[src/sv/midpoint_circle_point_generator_top_macros.svh]
// assertion macros for the circle point generator
`ifndef MIDPOINT_CIRCLE_POINT_GENERATOR_TOP_MACROS_SVH
`define MIDPOINT_CIRCLE_POINT_GENERATOR_TOP_MACROS_SVH

`ifndef SYNTH
// checked only out of reset
`define MCPG_ASSERT(lbl, clk, rstn, prop, msg) \
  lbl: assert property (@(posedge clk) disable iff (!rstn) prop) else $error(msg);
// checked at every edge, reset included
`define MCPG_ASSERT_ALWAYS(lbl, clk, prop, msg) \
  lbl: assert property (@(posedge clk) prop) else $error(msg);
`else
`define MCPG_ASSERT(lbl, clk, rstn, prop, msg)
`define MCPG_ASSERT_ALWAYS(lbl, clk, prop, msg)
`endif

`endif

[src/sv/mcpg_pkg.sv]
`timescale 1ns / 1ps

package mcpg_pkg;

  // display size, compared against the 8-bit wrapped coordinate
  localparam logic [8:0] SCREEN_WIDTH  = 9'd128;
  localparam logic [8:0] SCREEN_HEIGHT = 9'd64;

  // decision value constants
  localparam logic [15:0] DEC_INIT    = 16'd3;
  localparam logic [15:0] DEC_INC_NEG = 16'd6;
  localparam logic [15:0] DEC_INC_POS = 16'd10;

  typedef enum logic {
    CMD_START = 1'b0,
    CMD_STEP  = 1'b1
  } cmd_t;

  // one step's worth of work handed to the point emitter
  typedef struct packed {
    logic       valid;
    logic       done;
    logic [7:0] cx;
    logic [7:0] cy;
    logic [7:0] u;
    logic [7:0] v;
  } burst_t;

endpackage

[src/sv/midpoint_circle_point_generator_top.sv]
`timescale 1ns / 1ps
// channel | handshake           | payload
// in      | in_valid / in_stall | in_command, in_center_x, in_center_y, in_radius
// out     | out_valid/out_stall | out_point_x, out_point_y, out_point_valid,
//         |                     | out_off_screen, out_done_res, out_last_of_step
// a start item yields no item; a step item yields eight points, one per cycle
// from the point emitter while out_stall is low; the next item is taken as the
// last point loads. a step on a finished or absent circle yields one done item.
// synchronous active-low reset clears the circle state and empties both stages.
// out_stall holds the output register; in_stall rises while a step burst is pending.

module midpoint_circle_point_generator_top import mcpg_pkg::*; (
  input  logic       clk,
  input  logic       rst_n,
  input  logic       in_valid,
  output logic       in_stall,
  input  logic       in_command,
  input  logic [7:0] in_center_x,
  input  logic [7:0] in_center_y,
  input  logic [7:0] in_radius,
  output logic       out_valid,
  input  logic       out_stall,
  output logic [7:0] out_point_x,
  output logic [7:0] out_point_y,
  output logic       out_point_valid,
  output logic       out_off_screen,
  output logic       out_done_res,
  output logic       out_last_of_step
);

  logic   in_acc;
  logic   burst_free;
  burst_t burst;
  cmd_t   command;

  assign in_stall = !burst_free;
  assign in_acc   = in_valid && !in_stall;
  assign command  = cmd_t'(in_command);

  mcpg_state u_state (
    .clk      (clk),
    .rst_n    (rst_n),
    .acc      (in_acc),
    .command  (command),
    .center_x (in_center_x),
    .center_y (in_center_y),
    .radius   (in_radius),
    .burst    (burst)
  );

  mcpg_emit u_emit (
    .clk              (clk),
    .rst_n            (rst_n),
    .burst_in         (burst),
    .burst_free       (burst_free),
    .out_stall        (out_stall),
    .out_valid        (out_valid),
    .out_point_x      (out_point_x),
    .out_point_y      (out_point_y),
    .out_point_valid  (out_point_valid),
    .out_off_screen   (out_off_screen),
    .out_done_res     (out_done_res),
    .out_last_of_step (out_last_of_step)
  );

endmodule

[src/sv/mcpg_state.sv]
`timescale 1ns / 1ps

module mcpg_state import mcpg_pkg::*; (
  input  logic       clk,
  input  logic       rst_n,
  input  logic       acc,
  input  cmd_t       command,
  input  logic [7:0] center_x,
  input  logic [7:0] center_y,
  input  logic [7:0] radius,
  output burst_t     burst
);

  logic [7:0]  cx_r, cx_nxt;
  logic [7:0]  cy_r, cy_nxt;
  logic [8:0]  ox_r, ox_nxt;
  logic [8:0]  oy_r, oy_nxt;
  logic [15:0] dec_r, dec_nxt;
  logic        active_r, active_nxt;

  logic        x_gt_y;
  logic        finished;
  logic [9:0]  diff;
  logic [15:0] step_neg;
  logic [15:0] step_pos;

  always_comb begin
    // x is unsigned, y may have dropped to -1
    x_gt_y   = $signed({1'b0, ox_r}) > $signed({oy_r[8], oy_r});
    finished = !active_r || x_gt_y;
    diff     = {1'b0, ox_r} - {oy_r[8], oy_r};
    step_neg = dec_r + {5'b0, ox_r, 2'b00} + DEC_INC_NEG;
    step_pos = dec_r + {{4{diff[9]}}, diff, 2'b00} + DEC_INC_POS;

    cx_nxt     = cx_r;
    cy_nxt     = cy_r;
    ox_nxt     = ox_r;
    oy_nxt     = oy_r;
    dec_nxt    = dec_r;
    active_nxt = active_r;

    if (acc) begin
      unique case (command)
        CMD_START: begin
          cx_nxt     = center_x;
          cy_nxt     = center_y;
          ox_nxt     = 9'd0;
          oy_nxt     = {1'b0, radius};
          dec_nxt    = DEC_INIT - {7'b0, radius, 1'b0};
          active_nxt = 1'b1;
        end
        CMD_STEP: begin
          if (finished) begin
            active_nxt = 1'b0;
          end else begin
            ox_nxt = ox_r + 9'd1;
            if (dec_r[15]) begin
              dec_nxt = step_neg;
            end else begin
              dec_nxt = step_pos;
              oy_nxt  = oy_r - 9'd1;
            end
          end
        end
        default: ;
      endcase
    end

    burst.valid = acc && (command == CMD_STEP);
    burst.done  = finished;
    burst.cx    = cx_r;
    burst.cy    = cy_r;
    burst.u     = ox_r[7:0];
    burst.v     = oy_r[7:0];
  end

  always_ff @(posedge clk) begin
    if (!rst_n) begin
      cx_r     <= 8'd0;
      cy_r     <= 8'd0;
      ox_r     <= 9'd0;
      oy_r     <= 9'd0;
      dec_r    <= 16'd0;
      active_r <= 1'b0;
    end else begin
      cx_r     <= cx_nxt;
      cy_r     <= cy_nxt;
      ox_r     <= ox_nxt;
      oy_r     <= oy_nxt;
      dec_r    <= dec_nxt;
      active_r <= active_nxt;
    end
  end

endmodule

[src/sv/mcpg_emit.sv]
`timescale 1ns / 1ps
`include "midpoint_circle_point_generator_top_macros.svh"

module mcpg_emit import mcpg_pkg::*; (
  input  logic       clk,
  input  logic       rst_n,
  input  burst_t     burst_in,
  output logic       burst_free,
  input  logic       out_stall,
  output logic       out_valid,
  output logic [7:0] out_point_x,
  output logic [7:0] out_point_y,
  output logic       out_point_valid,
  output logic       out_off_screen,
  output logic       out_done_res,
  output logic       out_last_of_step
);

  logic       burst_valid_r, burst_valid_nxt;
  logic       bdone_r;
  logic [7:0] bcx_r, bcy_r, bu_r, bv_r;
  logic [2:0] idx_r, idx_nxt;

  logic       out_valid_r, out_valid_nxt;
  logic [7:0] px_r, py_r;
  logic       pvalid_r, off_r, done_r, last_r;

  logic       out_load;
  logic       burst_last;
  logic [7:0] a, b, px, py;
  logic       off;

  always_comb begin
    out_load   = burst_valid_r && (!out_valid_r || !out_stall);
    burst_last = bdone_r || (idx_r == 3'd7);
    burst_free = !burst_valid_r || (out_load && burst_last);

    // upper half of the eight points swaps the two offsets
    a   = idx_r[2] ? bv_r : bu_r;
    b   = idx_r[2] ? bu_r : bv_r;
    px  = idx_r[1] ? (bcx_r - a) : (bcx_r + a);
    py  = idx_r[0] ? (bcy_r - b) : (bcy_r + b);
    off = ({1'b0, px} >= SCREEN_WIDTH) || ({1'b0, py} >= SCREEN_HEIGHT);

    if (burst_in.valid) begin
      burst_valid_nxt = 1'b1;
      idx_nxt         = 3'd0;
    end else if (out_load) begin
      burst_valid_nxt = !burst_last;
      idx_nxt         = idx_r + 3'd1;
    end else begin
      burst_valid_nxt = burst_valid_r;
      idx_nxt         = idx_r;
    end

    if (out_valid_r && out_stall) begin
      out_valid_nxt = 1'b1;
    end else begin
      out_valid_nxt = out_load;
    end
  end

  always_ff @(posedge clk) begin
    if (!rst_n) begin
      burst_valid_r <= 1'b0;
      idx_r         <= 3'd0;
      out_valid_r   <= 1'b0;
    end else begin
      burst_valid_r <= burst_valid_nxt;
      idx_r         <= idx_nxt;
      out_valid_r   <= out_valid_nxt;
    end
  end

  always_ff @(posedge clk) begin
    if (burst_in.valid) begin
      bdone_r <= burst_in.done;
      bcx_r   <= burst_in.cx;
      bcy_r   <= burst_in.cy;
      bu_r    <= burst_in.u;
      bv_r    <= burst_in.v;
    end
    if (out_load) begin
      if (bdone_r) begin
        px_r     <= 8'd0;
        py_r     <= 8'd0;
        pvalid_r <= 1'b0;
        off_r    <= 1'b0;
        done_r   <= 1'b1;
        last_r   <= 1'b1;
      end else begin
        px_r     <= px;
        py_r     <= py;
        pvalid_r <= 1'b1;
        off_r    <= off;
        done_r   <= 1'b0;
        last_r   <= (idx_r == 3'd7);
      end
    end
  end

  assign out_valid        = out_valid_r;
  assign out_point_x      = px_r;
  assign out_point_y      = py_r;
  assign out_point_valid  = pvalid_r;
  assign out_off_screen   = off_r;
  assign out_done_res     = done_r;
  assign out_last_of_step = last_r;

  `MCPG_ASSERT(a_no_burst_overwrite, clk, rst_n, burst_in.valid |-> (!burst_valid_r || (out_load && burst_last)), "step item taken while the previous burst still pending")
  `MCPG_ASSERT(a_done_idx_zero, clk, rst_n, (burst_valid_r && bdone_r) |-> (idx_r == 3'd0), "done burst advanced past its single result")
  `MCPG_ASSERT(a_burst_drains, clk, rst_n, (out_load && burst_last && !burst_in.valid) |=> !burst_valid_r, "burst stays busy after its last item")
  `MCPG_ASSERT(a_done_is_last, clk, rst_n, (out_valid_r && done_r) |-> (last_r && !pvalid_r && !off_r), "done item malformed")

endmodule
[config.mk]
export PLATFORM = sky130hd
export DESIGN_NAME = midpoint_circle_point_generator_top
export DESIGN_NICKNAME = d
export VERILOG_FILES = /design/src/sv/mcpg_pkg.sv /design/src/sv/midpoint_circle_point_generator_top.sv /design/src/sv/mcpg_state.sv /design/src/sv/mcpg_emit.sv
export VERILOG_INCLUDE_DIRS = /design/src /design/src/sv
export SDC_FILE = /design/constraint.sdc
export NUM_CORES = 1
export LEC_CHECK = 0
export BUFFER_PORTS_ARGS = -buffer_cell sky130_fd_sc_hd__clkbuf_2
export CAP_MARGIN = 15
export CORE_MARGIN = 3
export CORE_UTILIZATION = 56
export DETAILED_ROUTE_END_ITERATION = 12
export GPL_TIMING_DRIVEN = 0
export PLACE_DENSITY = 0.81
export RECOVER_POWER = 25
export REMOVE_ABC_BUFFERS = 1
export SYNTH_ARGS = -nofsm -noshare
export SYNTH_HDL_FRONTEND = slang
export SYNTH_HIERARCHICAL = 1
export SYNTH_SLANG_ARGS = --single-unit
[constraint.sdc]
create_clock -name clk -period 4 [get_ports clk]
set_input_delay 0.2 -clock clk [delete_from_list [all_inputs] [get_ports clk]]
set_output_delay 0.2 -clock clk [all_outputs]
set_load 0.02 [all_outputs]
==> results of run 1 <==
## timing repair
item | 4_1_cts | 5_1_grt
gates resized for setup | 29 | 9
pin swaps | 13 | 4
endpoints found under the setup margin | 8 | 3
setup buffers | 7 | 0
## final cells by class
class / count / area [sq um]
Clock inverter: 6 / 50.05
Timing Repair Buffer: 61 / 365.4
Multi-Input combinational cell: 602 / 4458
Fill cell: 1042 / 4609
Clock buffer: 10 / 229.0
Sequential cell: 108 / 2706
Inverter: 49 / 191.4
Tap cell: 172 / 215.2
## final timing paths
path | startpoint | to | slack (ns) | cells past startpoint
worst max-delay path | u_state/ox_r[0] | u_state/dec_r[13] | -0.07 | 21
worst min-delay path | in_center_y[1] | u_state/cy_r[1] | 0.09 | 3
worst max register to register | u_state/ox_r[0] | u_state/dec_r[13] | -0.07 | 21
worst min register to register | u_state/cx_r[0] | u_emit/bcx_r[0] | 0.43 | 0
## flip-flops by register name (all words and copies together), names as in the netlist, 3 cells and up
signal and flops:
u_emit/bcy_r 8, u_state/dec_r 15, u_emit/out_point_y 8, u_emit/idx_r 3, u_emit/bu_r 8, u_state/ox_r 9
u_emit/bcx_r 8, u_state/cx_r 8, u_emit/out_point_x 8, u_emit/bv_r 8, u_state/cy_r 8, u_state/oy_r 9
## metrics by stage
stage | setup slack, ns | hold WS, ns | utilization, %
after floorplan | -0.7080 | 0.3175 | -
after global placement | -2.144 | 0.4115 | 59.77
after detailed placement | -0.9331 | 0.4144 | 60.52
after CTS | 0.01304 | 0.07850 | 63.99
after global routing | -0.2433 | 0.09053 | 64.06
final | -0.06968 | 0.08701 | 64.06
## cell usage in the layout (no fill, tap or decap), drive strengths merged, types with 6 or more instances in the layout
cell	netlist	routed
mux2i	21	21
nand4	7	7
a21boi	22	22
a21oi	48	48
nor3	24	24
a21o	8	8
o21a	10	10
buf	27	11
edfxtp	53	53
nand2	81	81
and2	7	7
nor2b	11	11
o21ai	47	47
o21bai	7	7
nor2	73	73
xor2	32	32
a211oi	12	12
mux2	6	6
dfxtp	55	55
o211ai	10	10
ha	76	76
a31oi	7	7
xnor2	28	28
clkbuf	16	60
inv	49	51
## layer usage
metal	global-route usage, %	vias to the layer above
li1	-	2920
met1	28.71	2772
met2	38.79	163
met3	3.916	35
met4	8.123	0
met5	0	-
## kinds of logic after synthesis
| family | share of synthesized area (%) |
|---|---|
| AOI/OAI and AO/OA | 18.32 |
| xor gates and xnor gates | 7.441 |
| adders and majority gates | 14.08 |
| buffers and inverters | 6.067 |
| DFF | 36.07 |
| muxes | 3.771 |
| and+or+nand+nor | 14.26 |
## critical path, stage by stage (launching register included)
cell	delay (ns)
dfxtp_4	0.38
inv_6	0.04
ha_4	0.15
fa_2	0.37
nand2b_4	0.16
a21oi_4	0.15
and2_4	0.16
o21ai_2	0.05
nand2b_1	0.13
a21oi_2	0.07
o21bai_1	0.16
xnor2_1	0.17
ha_1	0.31
ha_4	0.25
nand2_4	0.07
nor3_1	0.05
a21o_1	0.20
o41ai_4	0.26
xor2_1	0.24
nor3_2	0.08
o31a_1	0.27
o221a_1	0.23
## where the power goes
group / switching, uW / internal [uW]
combinational: 698 / 561
clock: 419 / 431
sequential: 74.4 / 1240
==> impl_results.rst, run 1 <==
.. list-table::
   :header-rows: 1

   * - Metric
     - Value
   * - Run status
     - complete, but fails checks
   * - Failing checks
     - negative setup slack
   * - Post-synth top cells
     - nand2_1, ha_1, nor2_1
   * - Remaining antenna violation count after routing
     - 0
   * - Iter 0 DRT Violations
     - between 400 and 500
   * - Layout Nets
     - 941
   * - Gate count after technology mapping
     - 804
   * - Number of clock sinks
     - 108
   * - Final weighted congestion of routability-driven global placement
     - 0.9513
   * - H-Tree Level Count
     - 3
   * - Die Area
     - about 15000 sq um
   * - Final critical-path setup slack
     - -0.06968 ns
   * - Vias in the first global route
     - 5532
   * - Maximum number of pins on one net before global-route repair
     - 44
   * - I/O pins
     - 51
   * - Detailed route wirelength on metal3
     - 809 microns
   * - Floorplan Core Area
     - about 13000 sq um
   * - Detailed-route wire length on metal 1
     - 7.111 mm
   * - Kind of capture point of the worst setup path
     - flip-flop
   * - Post-synth ARST share
     - 0%
   * - Overall Global Routing Usage
     - between 20% and 30%
   * - Worst slew margin
     - about a third
   * - # Max-Cap Violations
     - 0
   * - Met2 Routed Length
     - ~7.8 mm
   * - First-pass GRT wire length
     - about 27 mm
   * - Routed Wire Length
     - around 16 mm
   * - Max Clock Skew
     - approximately 0.011 ns
   * - First-pass DRT Iterations
     - 5
   * - Syn Std Cell Area
     - about 7500 sq um
   * - Non-filler cells, final
     - between 1000 and 1500
   * - Number of hold buffers added after CTS
     - 0
   * - Top cells by area in the synthesized netlist
     - edfxtp_1, dfxtp_1, ha_1, nand2_1, xor2_1
   * - RSZ-0062 raised after global routing
     - yes
   * - Antenna violations before repair
     - 0
   * - Max Clock Freq
     - around 0.25 GHz
   * - Number of endpoints failing setup at the final stage
     - 1
   * - Peak supply drop
     - approximately 0.28 mV
   * - Post-route total power
     - 3420 uW
   * - Number of buffers on the longest clock path
     - 2
   * - Leakage power
     - ~0.0034 uW
   * - Setup total negative slack
     - -0.06968 ns
   * - Flip-flop and latch count after synthesis
     - around 110
   * - Finished layout cell area
     - ~8200 sq um
   * - Antenna Diode Count
     - 0
   * - Library cell with the largest summed area after synthesis
     - edfxtp_1
   * - Clock edge transition at the registers on the reported setup and hold paths
     - 0.08 ns
   * - Power density over cell area
     - around 420 nW/um^2
   * - Layout Area Growth over Synthesis
     - 10.04%
   * - HPWL after detailed placement
     - around 12 mm
   * - CTS tree
     - built
   * - Final min period
     - a little over 4 ns
   * - Distinct cells, synth
     - 75
   * - Routed vias/inst
     - roughly 6
   * - Period utilisation layout
     - 101.7%
   * - Share of layout cells above drive strength 1
     - between 10 and 15%
   * - Number of enable flip-flop cells after synthesis
     - 53
   * - Type of element launching the critical path
     - flip-flop
   * - Clock latency of the later-clocked register in the worst-skew pair
     - 0.35 ns
   * - Total vias in the final route
     - just under 6000
   * - Top-area cell type share of the netlist area
     - roughly a fifth
   * - Hold violation count in the final report
     - 0
   * - Worst endpoint data arrival time
     - around 4.3 ns
   * - Instance area after placement
     - between 7000 and 8000 sq um
   * - Least-Margin Pin Slew
     - 0.9694 ns
   * - Starting density of the core
     - 58.21%
   * - Sequential element share of the synthesized area
     - a little over a third
   * - Die span in y
     - between 100 and 150 microns
   * - Buffers added on ports
     - 50
   * - Num CTS Buffers
     - 9
   * - Hold crit path type
     - input pin to flip-flop
   * - Buffer cell driving the clock tree root
     - clkbuf_16
   * - Width of the chip
     - 121.5 microns
   * - Crit path required time
     - about 4.3 ns
   * - Main synth FF type
     - dfxtp_1
   * - Placed Cells incl. Taps
     - roughly 1000
   * - Max-slew violation count
     - 0
   * - Top routing layer in use
     - met4
   * - Worst Path Class, Setup
     - flip-flop to flip-flop
   * - Peak fanout along the critical path
     - 3
   * - Avg WL per Cell
     - ~16 microns
   * - Number of rows in the core area
     - 41
   * - Synth warn
     - 6
   * - Mean Syn Cell Area
     - ~9.3 sq um
   * - Library cell with the highest instance count after synthesis
     - nand2_1
   * - Post-route DRC
     - 0
   * - Grt total ovfl
     - 0
(Power assumes the default switching activity.)
==> inputs of run 2 (changes only) <==
Settings changed: ABC_AREA from default to 1, PLACE_DENSITY 0.81 to 0.8.
==> run 2 against run 1 <==
The run now ends clean. First-iteration DRC count increased by 13%. Final area up 2.5%. Sequential cell count unchanged. Clock power is 24% higher. Via count rose by 16%. Sequential share of layout area down 0.95 points. Critical path type unchanged.
==> impl_results.rst, run 2 <==
.. list-table::
   :header-rows: 1

   * - Metric
     - Value
   * - Run status
     - finished, final reports clean (was complete, but fails checks)
   * - Routed Wire Length
     - 18.21 mm (was 16.18 mm)
   * - Comb power frac
     - 36.4% (was 36.8%)
   * - Starting density of the core
     - 58.17% (was 58.21%)
   * - Worst endpoint data arrival time
     - 3.92 ns (was 4.32 ns)
   * - Share of layout cells above drive strength 1
     - 9.581% (was 14.47%)
   * - Top-area cell type share of the netlist area
     - 20.34% (was 21.32%)
   * - Worst slew margin
     - 36.62% (was 35.28%)
   * - Buffer cell driving the clock tree root
     - clkbuf_16 (unchanged)
   * - Register with the most flip-flops
     - u_state/dec_r (unchanged)
   * - Library cell with the highest instance count after synthesis
     - nand2_1 (unchanged)
   * - Total vias in the final route
     - 6859 (was 5890)
   * - Hold crit path type
     - input pin to flip-flop (unchanged)
   * - Peak supply drop
     - 0.2867 mV (was 0.2780 mV)
   * - Most common cell after layout, fill and taps aside
     - nand2_1 (unchanged)
   * - Worst Path Class, Setup
     - flip-flop to flip-flop (unchanged)
   * - Post-synth top cells
     - nand2_1, inv_1, nor2_1 (was nand2_1, ha_1, nor2_1)
   * - Num CTS Buffers
     - 9 (unchanged)
   * - Most used cells in the layout excluding fill and tap cells
     - nand2_1, inv_1, nor2_1 (was nand2_1, ha_1, nor2_1)
   * - Remaining antenna violation count after routing
     - 0 (unchanged)
   * - Sequential element share of the synthesized area
     - 34.41% (was 36.07%)
   * - Biggest registers after layout
     - u_state/dec_r (15), u_state/ox_r (9), u_state/oy_r (9) (unchanged)
   * - Overall Global Routing Usage
     - 23.82% (was 22.65%)
   * - Post-route DRC
     - 0 (unchanged)
   * - Antenna violations before repair
     - 0 (unchanged)
   * - # Max-Cap Violations
     - 0 (unchanged)
   * - Cells on Worst Hold Path
     - 3 (unchanged)
   * - Least-Margin Pin Slew
     - 0.9497 ns (was 0.9694 ns)
   * - Floorplan Core Area
     - 13450 sq um (was 12820 sq um)
   * - Hold violation count in the final report
     - 0 (unchanged)
   * - Max Clock Freq
     - 0.2710 GHz (was 0.2457 GHz)
   * - Number of endpoints failing setup at the final stage
     - 0 (was 1)
   * - Gate count after technology mapping
     - 1048 (was 804)
   * - Final weighted congestion of routability-driven global placement
     - 0.9181 (was 0.9513)
   * - Antenna Diode Count
     - 0 (unchanged)
   * - Number of enable flip-flop cells after synthesis
     - 53 (unchanged)
   * - Main synth FF type
     - dfxtp_1 (unchanged)
   * - H-Tree Level Count
     - 3 (unchanged)
   * - Number of clock sinks
     - 108 (unchanged)
   * - Max Clock Skew
     - 0.008093 ns (was 0.01065 ns)
   * - Syn Std Cell Area
     - 7825 sq um (was 7466 sq um)
   * - Final hold slack
     - 0.06828 ns (was 0.08701 ns)
   * - Distinct cells, synth
     - 38 (was 75)
   * - Avg WL per Cell
     - 14.56 microns (was 16.05 microns)
   * - Leakage power
     - 0.004079 uW (was 0.003361 uW)
   * - Kind of capture point of the worst setup path
     - flip-flop (unchanged)
   * - Launch point of the worst path
     - u_emit/idx_r[2] (was u_state/ox_r[0])
   * - Library cell with the largest summed area after synthesis
     - edfxtp_1 (unchanged)
   * - Critical path capture point
     - u_state/dec_r[12] (was u_state/dec_r[13])
   * - Die Area
     - 15430 sq um (was 14750 sq um)
   * - Maximum number of pins on one net before global-route repair
     - 38 (was 44)
   * - Endpoint of the worst register-to-register path
     - u_state/dec_r[12] (was u_state/dec_r[13])
   * - Clock latency of the later-clocked register in the worst-skew pair
     - 0.35 ns (about the same)
   * - Flip-flop and latch count after synthesis
     - 108 (unchanged)
   * - Max-slew violation count
     - 0 (unchanged)
   * - Non-filler cells, final
     - 1251 (was 1008)
   * - Switch Pwr
     - 1361 uW (was 1191 uW)
   * - Flip-flop count of the largest register after layout
     - 15 (unchanged)
   * - Post-synth ARST share
     - 0% (unchanged)
   * - Die span in y
     - 124.2 microns (was 121.5 microns)
   * - Placed Cells incl. Taps
     - 1235 (was 985)
   * - First-pass GRT wire length
     - 30.77 mm (was 26.51 mm)
   * - Number of rows in the core area
     - 42 (was 41)
   * - Synth warn
     - 6 (unchanged)
   * - Clock edge transition at the registers on the reported setup and hold paths
     - 0.07 ns (was 0.08 ns)
   * - Period utilisation layout
     - 92.25% (was 101.7%)
   * - Power density over cell area
     - 442.7 nW/um^2 (was 416.3 nW/um^2)
   * - Switching portion of total power
     - 36.49% (was 34.83%)
   * - Reg-to-reg slack, setup
     - 0.31 ns (was -0.07 ns)
   * - Final min period
     - 3.690 ns (was 4.070 ns)
   * - Mean Syn Cell Area
     - 7.467 sq um (was 9.286 sq um)
   * - Peak fanout along the critical path
     - 29 (was 3)
   * - Sequential cell fraction of total power
     - 35.5% (was 38.3%)
   * - Buffers added on ports
     - 50 (unchanged)
   * - Vias in the first global route
     - 6630 (was 5532)
   * - Number of buffers on the longest clock path
     - 2 (unchanged)
   * - HPWL after detailed placement
     - 13.55 mm (was 11.85 mm)
   * - Top cells by area in the synthesized netlist
     - edfxtp_1, dfxtp_1, ha_1, nand2_1, inv_1 (was edfxtp_1, dfxtp_1, ha_1, nand2_1, xor2_1)
   * - Grt total ovfl
     - 0 (unchanged)
   * - Part of the total power dissipated in the clock network
     - 28.1% (was 24.8%)
   * - Number of hold buffers added after CTS
     - 0 (unchanged)
   * - Crit path required time
     - 4.23 ns (was 4.25 ns)
   * - Iter 0 DRT Violations
     - 483 (was 426)
   * - RSZ-0062 raised after global routing
     - no (was yes)
   * - Layout Area Growth over Synthesis
     - 7.659% (was 10.04%)
   * - Width of the chip
     - 124.2 microns (was 121.5 microns)
   * - CTS tree
     - built (unchanged)
   * - Type of element launching the critical path
     - flip-flop (unchanged)
   * - FF-to-FF Start
     - u_emit/idx_r[2] (was u_state/ox_r[0])
   * - Internal power
     - 2369 uW (was 2229 uW)
   * - Worst-case reg-to-reg path depth
     - 13 (was 21)
   * - First-pass DRT Iterations
     - 7 (was 5)
   * - Routed vias/inst
     - 5.483 (was 5.843)
   * - I/O pins
     - 51 (unchanged)
   * - Layout Nets
     - 1180 (was 941)
[run 2: cell types whose count changed after synthesis, moves of 11 or more]
cell,change
a21boi_0,-18
a21oi_1,+43
inv_1,+79
mux2i_1,-21
nand2_1,+145
nand2_2,+21
nand3_1,+56
nor2_1,+44
nor2b_1,-11
o21ai_0,+28
xnor2_1,-19
[run 2: worst min path at each step]
stage	startpoint	end	slack, ns
after floorplan	rst_n	u_state/oy_r[2]	0.32
after global placement	u_state/cx_r[7]	u_emit/bcx_r[7]	0.41
after detailed placement	u_state/cx_r[1]	u_emit/bcx_r[1]	0.41
after CTS	in_center_y[0]	u_state/cy_r[0]	0.06
after global routing	in_center_y[2]	u_state/cy_r[2]	0.07
final	in_center_y[1]	u_state/cy_r[1]	0.07
[run 2: repair_timing]
| action | CTS | global route |
|---|---|---|
| setup endpoints to repair | 23 | 23 |
| setup buffers | 0 | 0 |
| pin swaps | 0 | 0 |
| gates cloned | 0 | 0 |
| endpoints found under the hold margin | 0 | 0 |
| gates resized for setup | 2 | 6 |
[run 2: routing by layer]
metal,wire length (microns),vias up,track usage [%]
met2,9268,171,43.29
met4,380,0,7.930
met3,643,31,3.007
met5,0,-,0
met1,7918,3152,29.06
li1,-,3505,-
[run 2: power by group through the flow]
stage,sequential [uW],combinational (uW),clock [uW]
6_report,1320,1360,1050
4_1_cts,1320,1340,1060
3_5_place_dp,1350,1330,0
3_3_place_gp,1340,1290,0
5_1_grt,1330,1560,1100
2_1_floorplan,1340,1010,0
[run 2: cell families after synthesis]
kind of cell	share of synthesized area (%)
AOI/OAI and AO/OA	12.71
xor gates and xnor gates	3.918
and+or+nand+nor	25.87
buffers and inverters	9.658
adders and majority gates	13.43
DFF	34.41
[run 2: worst max-delay path: stages (launching register included)]
cell and delay (ns):
dfxtp_2 0.65, ha_1 0.23, nor2_1 0.05, o21ai_1 0.34, nand2_1 0.09, inv_1 0.18, inv_1 0.08, nor2_1 0.46
buf_6 0.24, inv_1 0.41, nand2_8 0.38, nand2_1 0.14, inv_1 0.19, a21oi_1 0.10
[run 2: stage by stage]
stage / setup TNS (ns) / cell area (sq um) / power, uW / utilization [%] / worst slack (ns)
final: 0 / 8424 / 3730 / 62.62 / 0.3099
after global routing: 0 / 8424 / 3998 / 62.62 / 0.002447
after CTS: 0 / 8421 / 3725 / 62.59 / 0.02651
after detailed placement: -8.644 / 8061 / 2674 / 59.92 / -0.5195
after global placement: -37.60 / 8023 / 2637 / 59.64 / -1.246
after floorplan: 0 / 7552 / 2352 / - / 0.6853
[run 2: final cells by class]
cell class / count / area [sq um]
clock buffers: 9 / 225.2
clock inverters: 7 / 127.6
fillers: 1243 / 5029
inverters: 128 / 483.0
multi-input cells: 771 / 4398
flip-flops and latches: 108 / 2695
well taps: 176 / 220.2
repair buffers: 52 / 275.3
